## config.mk

```make
export PLATFORM = sky130hd
export DESIGN_NAME = pnsl_cell
export DESIGN_NICKNAME = d
export VERILOG_FILES = /design/src/design/periodic_nearest_source_labeler_defines.svh /design/src/design/pnsl_pkg.sv /design/src/design/pnsl_cell.sv
export SDC_FILE = /design/constraint.sdc
export NUM_CORES = 1
export LEC_CHECK = 0
export BUFFER_PORTS_ARGS = -buffer_cell sky130_fd_sc_hd__buf_2
export CORE_UTILIZATION = 57
export CTS_CLUSTER_DIAMETER = 30
export DETAILED_ROUTE_END_ITERATION = 10
export GPL_TIMING_DRIVEN = 0
export PLACE_DENSITY = 0.79
export SLEW_MARGIN = 20
export SYNTH_ARGS = -nofsm -noshare
export SYNTH_HDL_FRONTEND = slang
export SYNTH_SLANG_ARGS = --single-unit
```

## constraint.sdc

```tcl
create_clock -name clk -period 8.88 [get_ports clk]
set_clock_uncertainty 0.05 [all_clocks]
set_input_delay 0.888 -clock clk [delete_from_list [all_inputs] [get_ports clk]]
set_output_delay 0.888 -clock clk [all_outputs]
set_load 0.02 [all_outputs]
```

## src/design/periodic_nearest_source_labeler_defines.svh

```systemverilog
// Assertion macros shared by the labeler RTL.
// No dependencies; included by files that carry assertions.
`ifndef PERIODIC_NEAREST_SOURCE_LABELER_DEFINES_SVH
`define PERIODIC_NEAREST_SOURCE_LABELER_DEFINES_SVH

// Same-cycle implication.
`define PNSL_ASSERT_IMPL(name, clk, rst_n, ante, cons, msg) \
	name: assert property (@(posedge clk) disable iff (!rst_n) (ante) |-> (cons)) \
		else $error(msg);

// Next-cycle implication.
`define PNSL_ASSERT_NEXT(name, clk, rst_n, ante, cons, msg) \
	name: assert property (@(posedge clk) disable iff (!rst_n) (ante) |=> (cons)) \
		else $error(msg);

`endif

```

## src/design/pnsl_pkg.sv

```systemverilog
// Package for the periodic nearest-source labeler: widths, codes, reset table.
// No dependencies; used by pnsl_cell and periodic_nearest_source_labeler.
package pnsl_pkg;

	localparam int SIDE_W     = 8;
	localparam int ACTIVE_W   = 4;
	localparam int SLOT_W     = 3;
	localparam int DIST_OUT_W = 14;
	localparam int CFG_IDX_W  = 1;
	localparam int CFG_DATA_W = 8;

	localparam int DIST_SAT = 16383;

	localparam int DEF_MAX_SOURCES = 8;
	localparam int DEF_COORD_WIDTH = 7;

	localparam logic [SIDE_W-1:0]   SIDE_RESET   = 8'd101;
	localparam logic [ACTIVE_W-1:0] ACTIVE_RESET = 4'd2;

	localparam int SRC0_X = 30;
	localparam int SRC0_Y = 50;
	localparam int SRC0_Z = 50;
	localparam int SRC1_X = 70;
	localparam int SRC1_Y = 50;
	localparam int SRC1_Z = 50;

	localparam logic OP_LOAD  = 1'b0;
	localparam logic OP_QUERY = 1'b1;

	localparam logic [CFG_IDX_W-1:0] REG_TORUS_SIDE     = 1'd0;
	localparam logic [CFG_IDX_W-1:0] REG_ACTIVE_SOURCES = 1'd1;

	// Control word that moves down the cell chain with each item.
	typedef struct packed {
		logic              valid;
		logic              query;
		logic              load;
		logic              err;
		logic [SLOT_W-1:0] slot;
	} ctl_t;

endpackage

```

## src/design/pnsl_cell.sv

```systemverilog
// One cell of the labeler chain: holds one source slot, folds and squares the
// axis distances, then updates the running nearest. Depends on pnsl_pkg.
module pnsl_cell #(
	parameter int COORD_WIDTH = pnsl_pkg::DEF_COORD_WIDTH,
	parameter int INDEX       = 0,
	parameter int DW          = 20,
	parameter int SIDX_W      = 3
) (
	input  logic                                clk,
	input  logic                                arst_n,
	input  logic                                en,
	input  logic [pnsl_pkg::SIDE_W-1:0]         side,
	input  logic [pnsl_pkg::ACTIVE_W-1:0]       active,
	input  pnsl_pkg::ctl_t                      ctl_in,
	input  logic [2:0][COORD_WIDTH-1:0]         crd_in,
	input  logic [DW-1:0]                       best_in,
	input  logic [SIDX_W-1:0]                   bslot_in,
	output pnsl_pkg::ctl_t                      ctl_out,
	output logic [2:0][COORD_WIDTH-1:0]         crd_out,
	output logic [DW-1:0]                       best_out,
	output logic [SIDX_W-1:0]                   bslot_out
);

	localparam int AW = ((COORD_WIDTH > pnsl_pkg::SIDE_W) ? COORD_WIDTH : pnsl_pkg::SIDE_W) + 1;
	localparam int W  = AW + 1;

	localparam logic [2:0][COORD_WIDTH-1:0] RST_SRC =
		(INDEX == 0) ? {COORD_WIDTH'(pnsl_pkg::SRC0_Z), COORD_WIDTH'(pnsl_pkg::SRC0_Y),
			COORD_WIDTH'(pnsl_pkg::SRC0_X)} :
		(INDEX == 1) ? {COORD_WIDTH'(pnsl_pkg::SRC1_Z), COORD_WIDTH'(pnsl_pkg::SRC1_Y),
			COORD_WIDTH'(pnsl_pkg::SRC1_X)} : '0;

	logic [2:0][COORD_WIDTH-1:0] src_q;
	logic                        wr_hit;
	logic                        take;

	logic signed [W-1:0] sd;
	logic signed [W-1:0] hs;
	logic signed [W-1:0] d    [3];
	logic [AW-1:0]       mag  [3];
	logic [2*AW-1:0]     sq   [3];

	pnsl_pkg::ctl_t              ctl_s1;
	logic [2:0][COORD_WIDTH-1:0] crd_s1;
	logic [DW-1:0]               best_s1;
	logic [SIDX_W-1:0]           bslot_s1;
	logic [2*AW-1:0]             sq_s1 [3];

	logic [DW-1:0]               r2;
	logic                        upd;

	pnsl_pkg::ctl_t              ctl_s2;
	logic [2:0][COORD_WIDTH-1:0] crd_s2;
	logic [DW-1:0]               best_s2;
	logic [SIDX_W-1:0]           bslot_s2;

	assign wr_hit = en && ctl_in.valid && ctl_in.load && (32'(ctl_in.slot) == 32'(INDEX));
	assign take   = (INDEX == 0) || (32'(active) > 32'(INDEX));

	always_ff @(posedge clk or negedge arst_n) begin
		if (!arst_n) begin
			src_q <= RST_SRC;
		end else if (wr_hit) begin
			src_q <= crd_in;
		end
	end

	// Periodic fold of each axis difference, then square.
	always_comb begin
		sd = signed'(W'(side));
		hs = signed'(W'(side >> 1));
		for (int a = 0; a < 3; a++) begin
			d[a] = signed'(W'(crd_in[a])) - signed'(W'(src_q[a]));
			if (d[a] > hs) begin
				d[a] = d[a] - sd;
			end else if (d[a] < -hs) begin
				d[a] = d[a] + sd;
			end
			mag[a] = d[a][W-1] ? AW'(-d[a]) : AW'(d[a]);
			sq[a]  = mag[a] * mag[a];
		end
	end

	always_ff @(posedge clk or negedge arst_n) begin
		if (!arst_n) begin
			ctl_s1 <= '0;
		end else if (en) begin
			ctl_s1 <= ctl_in;
		end
	end

	always_ff @(posedge clk) begin
		if (en) begin
			crd_s1   <= crd_in;
			best_s1  <= best_in;
			bslot_s1 <= bslot_in;
			for (int a = 0; a < 3; a++) begin
				sq_s1[a] <= sq[a];
			end
		end
	end

	// Strict compare keeps the lowest slot on ties.
	always_comb begin
		r2  = DW'(sq_s1[0]) + DW'(sq_s1[1]) + DW'(sq_s1[2]);
		upd = ctl_s1.query && !ctl_s1.err && take && ((INDEX == 0) || (r2 < best_s1));
	end

	always_ff @(posedge clk or negedge arst_n) begin
		if (!arst_n) begin
			ctl_s2 <= '0;
		end else if (en) begin
			ctl_s2 <= ctl_s1;
		end
	end

	always_ff @(posedge clk) begin
		if (en) begin
			crd_s2   <= crd_s1;
			best_s2  <= upd ? r2 : best_s1;
			bslot_s2 <= upd ? SIDX_W'(INDEX) : bslot_s1;
		end
	end

	assign ctl_out   = ctl_s2;
	assign crd_out   = crd_s2;
	assign best_out  = best_s2;
	assign bslot_out = bslot_s2;

endmodule

```

==> results.yml, run 1 <==
run_status:
  status: "completed"
detailed_routing:
  drt_iter0_drc: 1170
  drc: 0
  drt-total-wl_um: 48700
  ant_nets: 0
  wire_per_inst_um: 18.7
  dr_total_vias: 15200
  dr.pass1.iters: 7
  vias_per_cell: 5.85
die:
  rows: 65
  initial_core_util: 0.580
  coreArea_sq_um: 31600
  die-area_sq_um: 32800
  num_io_pins: 117
  fp.dieH_um: 181
  die_w_um: 181
synth:
  synth_flop_cell: "edfxtp_1"
  ys_warn_count: 0
  ys_ff_latch: 174
  syn_area_sq_um: 18300
  ys_seq_area_frac: 0.276
  synth_edf_count: 139
  ys_types: 102
  yosysTopAreaCellShare: 0.228
  synth_area_leaders: "edfxtp_1, ha_1, fa_1, inv_1, xnor2_1"
  synth.most_common_cell: "inv_1"
  synthArstFlopShare: 0.201
  syn_avg_cell_area_sq_um: 9.81
  postSynthCellCount: 1866
  synth_common_cells: "inv_1, ha_1, nor2_1, edfxtp_1, fa_1"
  synth_top_area_cell: "edfxtp_1"
grt:
  met1_usage: 0.346
  grt_overflow: 0
  first_global_vias: 15000
  grtUsageTotal: 0.277
  top_usage_layer: "met2"
  grt_pass1_wl_um: 72700
  grt_max_degree: 104
  grt_use_met3: 0.0443
  use_met2: 0.485
  grt_antenna_before_repair: 0
worst_setup_path:
  worstSetupEndpointType: "register"
  critPathLaunchType: "primary input"
  arrival_ns: 8.96
  slowest_stage: "fa_1"
  cp_max_fo: 10
  slowest_delay_ns: 0.56
  ff2ff_setup_slack_ns: 0.08
  setup.worst_path.class: "primary input to register"
  worstPathRequired_ns: 9.04
clock_tree:
  clk_latency_ns: 0.45
  cts_buffers: 17
  cts_hold_buf: 0
  ctsRootBufferMaster: "clkbuf_16"
  clock_path_buffers: 2
  cts.sinks: 174
  clk_pin_slew_ns: 0.07
  cts_tree: "built"
  cts_max_level: 4
placed_design:
  dp.cells: 2383
  post-dp-hpwl_um: 32700
  io_buffers: 112
  place.gp.congestion: 0.925
  dpl-instance-area_sq_um: 19500
cells_and_area:
  stdcell_count: 2599
  drive_gt1_frac: 0.308
  seqCellArea_sq_um: 5060
  fin_nets: 2622
  num_antenna_cells: 0
  fillers: 2030
  multi_input_area_sq_um: 13700
  syn_to_final_growth_pct: 26.6
  final_area_sq_um: 23200
hold_path:
  min_path_type: "register to register"
timing:
  worst_pin_slew_ns: 0.853
  setup_viol: 0
  period_share: 0.992
  hold_viol: 0
  period_needed_ns: 8.81
  rsz0062_at_grt: "yes"
  slew_headroom: 0.431
  max_freq_mhz: 114
  tns_ns: 0
  slew_viol_final: 0
run:
  maxCapViolations: 0
worst max-delay path, delay by kind of cell:
kind	cells	cell delay, ns
AO/OA/AOI/OAI	17	3.12
adder cells (fa/ha/maj)	8	2.92
buffers and inverters	9	0.79
XOR/XNOR	4	0.67
AND/OR/NAND/NOR	4	0.58
registers in the layout, summed over array words and instances (netlist names):
name	cells
best_out	20
bslot_s1	3
bslot_out	3
ctl_s1	7
src_q	21
crd_s1	21
best_s1	20
ctl_out	7
crd_out	21
sq_s1	51
cells by family after synthesis:
family,count (synthesis),synth area share
adder cells (fa/ha/maj),371,0.306
XOR/XNOR,123,0.0617
buffers and inverters,320,0.0670
AO/OA/AOI/OAI,370,0.137
other,1,0.000205
AND/OR/NAND/NOR,458,0.121
flip-flops,174,0.276
multiplexers,49,0.0292
per-stage QoR:
step	utilization	setup WS, ns	hold slack (ns)
6_report	0.734	0.0732	0.367
5_1_grt	0.734	-0.247	0.376
4_1_cts	0.683	-0.0364	0.366
3_5_place_dp	0.619	-1.90	0.355
3_3_place_gp	0.618	-1.73	0.351
2_1_floorplan	-	-0.0124	0.350
routing by layer:
| metal | vias up | part of all wire |
|---|---|---|
| met5 | - | 0 |
| met4 | 0 | 0.035 |
| met3 | 150 | 0.061 |
| met2 | 619 | 0.50 |
| met1 | 7419 | 0.40 |
| li1 | 7019 | - |
area by class of cell:
type / instances / share of cell area
buffer: 24 / 0.00821
clock buffer: 20 / 0.0188
clock inverter: 11 / 0.00475
inverter: 293 / 0.0482
multi-input combinational: 1374 / 0.591
sequential: 174 / 0.218
tap: 402 / 0.0217
timing repair buffer: 301 / 0.0885
cells in the final DEF, fill, tap and decap left out, types with 60 or more instances in the layout:
cell and n:
inv_1 264, ha_1 219, buf_4 180, nor2_1 143, edfxtp_1 139, fa_1 122
buf_2 115, nand2_1 91, a21oi_1 66, xnor2_1 60
repair_timing:
item / in CTS / in global routing
setup buffers: 80 / 108
cloned: 0 / 1
pin swaps: 76 / 163
endpoints found under the setup margin: 24 / 18
gates resized for setup: 170 / 184
path summary, 6_finish.rpt:
path,start,end,depth (start not counted)
setup / recovery,crd_in[0],sq_s1[0][16],42
hold / removal,crd_s1[7],crd_out[7],0
setup reg to reg,src_q[8],sq_s1[0][35],42
hold reg to reg,crd_s1[7],crd_out[7],0
max in group asynchronous,arst_n,ctl_s1[4],1
min in group asynchronous,arst_n,src_q[16],1
Power of run 1 is left out: the tool's default activity adds up to more than one toggle a clock period on the data nets, which glitch-free logic cannot reach.
==> inputs of run 2 (changes only) <==
clock period = 7.7 ns   (was 8.88 ns; I/O delays follow)
==> run 2 against run 1 <==
Net effect: clock-buffer cell count decreased by 2; routed wire length increased by 5.5%; the run now ends with negative setup slack left; highest routed layer unchanged; flip-flop and latch count unchanged; critical path depth decreased by 4; largest cell class unchanged; register-to-register slack got worse by 0.86 ns.
==> results.yml, run 2 (synthesis gave the netlist of run 1 again) <==
detailed_routing:
  dr.pass1.iters: 5
  drt_iter0_drc: 1003
  ant_nets: 0
  dr_total_vias: 15400
  drt-total-wl_um: 51400
  drc: 0
  wire_per_inst_um: 19.4
  vias_per_cell: 5.83
timing:
  rsz0062_at_grt: "yes"
  hold_viol: 0
  tns_ns: -11.06
  setup_viol: 25
  slew_headroom: 0.446
  slew_viol_final: 0
  worst_pin_slew_ns: 0.832
  period_needed_ns: 8.48
  period_share: 1.10
  max_freq_mhz: 118
  layout_setup_ws_ns: -0.780
placed_design:
  place.gp.congestion: 0.935
  place_ws_ns: -2.21
  post-dp-hpwl_um: 33500
  io_buffers: 112
die:
  coreArea_sq_um: 31600
  die-area_sq_um: 32800
  initial_core_util: 0.580
  rows: 65
  die_w_um: 181
  num_io_pins: 117
  fp.dieH_um: 181
clock_tree:
  cts_buffers: 17
  cts_tree: "built"
  cts_hold_buf: 0
  cts.sinks: 174
  cts_max_level: 4
  clk_pin_slew_ns: 0.07
  clock_path_buffers: 2
  ctsRootBufferMaster: "clkbuf_16"
  clk_latency_ns: 0.46
cells_and_area:
  syn_to_final_growth_pct: 35.0
  layout_common_cells: "inv_1, buf_4, ha_1"
  drive_gt1_frac: 0.379
  top_register: "sq_s1"
  largest_reg_flops: 51
  final_common_cell: "inv_1"
  fin_nets: 2670
worst_setup_path:
  slowest_delay_ns: 0.60
  worstPathRequired_ns: 7.86
  setup.worst_path.class: "register to register"
  cp_max_fo: 5
  ff2ff_setup_slack_ns: -0.78
  worstSetupEndpointType: "register"
  critPathLaunchType: "register"
  r2r_end: "sq_s1[0][17]"
  cp_common_cell: "a21oi_2"
  reg2reg_from: "src_q[3]"
  reg2reg_depth: 38
  slowest_stage: "fa_1"
  arrival_ns: 8.64
hold_path:
  min_path_type: "primary input to asynchronous set/reset pin"
grt:
  grt_overflow: 0
  grt_pass1_wl_um: 76200
  grtUsageTotal: 0.292
  grt_antenna_before_repair: 1
  first_global_vias: 15600
  grt_max_degree: 99
run_status:
  status: "finished, violations left"
  violations: "negative setup slack"
run:
  maxCapViolations: 0
-- run 2: cell count changes in the layout (fill, tap and decap cells not counted), sizes merged, moves of 2 or more --
cell / before / now
buf: 312 / 361
clkbuf: 33 / 28
inv: 293 / 298
bufinv: 1 / 3
clkinv: 5 / 3
clkinvlp: 5 / 3
-- run 2: what timing repair did --
action	CTS	global route
pin swaps	194	155
cloned	4	0
setup buffers	176	69
hold endpoints to repair	0	0
gates resized for setup	233	142
setup endpoints to repair	37	30
-- run 2: routing by layer --
metal | up-vias | share of wire | wire, um | GRT usage
met5 | - | 0 | 0 | 0
met4 | 0 | 0.038 | 1960 | 0.105
met3 | 159 | 0.051 | 2620 | 0.0458
met2 | 558 | 0.50 | 25900 | 0.512
met1 | 7603 | 0.41 | 20900 | 0.363
li1 | 7123 | - | - | -
-- run 2: critical path: cells and delay by family, from the launching register on --
kind / cells / cell delay [ns]
buf+inv: 4 / 0.28
simple gates: 6 / 0.80
flops: 1 / 0.53
fa+ha+maj: 7 / 2.86
compound gates: 18 / 2.97
xor+xnor: 3 / 0.75
-- run 2: area by class of cell --
cell class	count	area [sq um]
Inverter	293	1160
Fill cell	1773	6840
Antenna cell	1	2.50
Timing Repair Buffer	349	2520
Sequential cell	174	5060
Buffer	22	184
Multi-Input combinational cell	1376	14700
Tap cell	402	503
Clock inverter	14	190
Clock buffer	18	429
-- run 2: how the worst max path moves through the flow --
| stage | start | end | cells after the start |
|---|---|---|---|
| floorplan | crd_in[15] | sq_s1[0][53] | 34 |
| global route | src_q[7] | sq_s1[0][35] | 43 |
| detailed placement | side[1] | sq_s1[0][52] | 38 |
| CTS | src_q[1] | sq_s1[0][16] | 39 |
| finish | src_q[3] | sq_s1[0][17] | 38 |
| global placement | side[1] | sq_s1[0][52] | 38 |
-- run 2: through the flow --
step	util	cells	hold slack [ns]	area, sq um
CTS	0.748	2589	0.355	23600
global route	0.783	2648	0.373	24700
detailed placement	0.645	2383	0.355	20400
global placement	0.644	2382	0.351	20300
finish	0.783	2649	0.348	24700
floorplan	-	1868	0.350	19300
Power of run 2 is left out for the same reason.
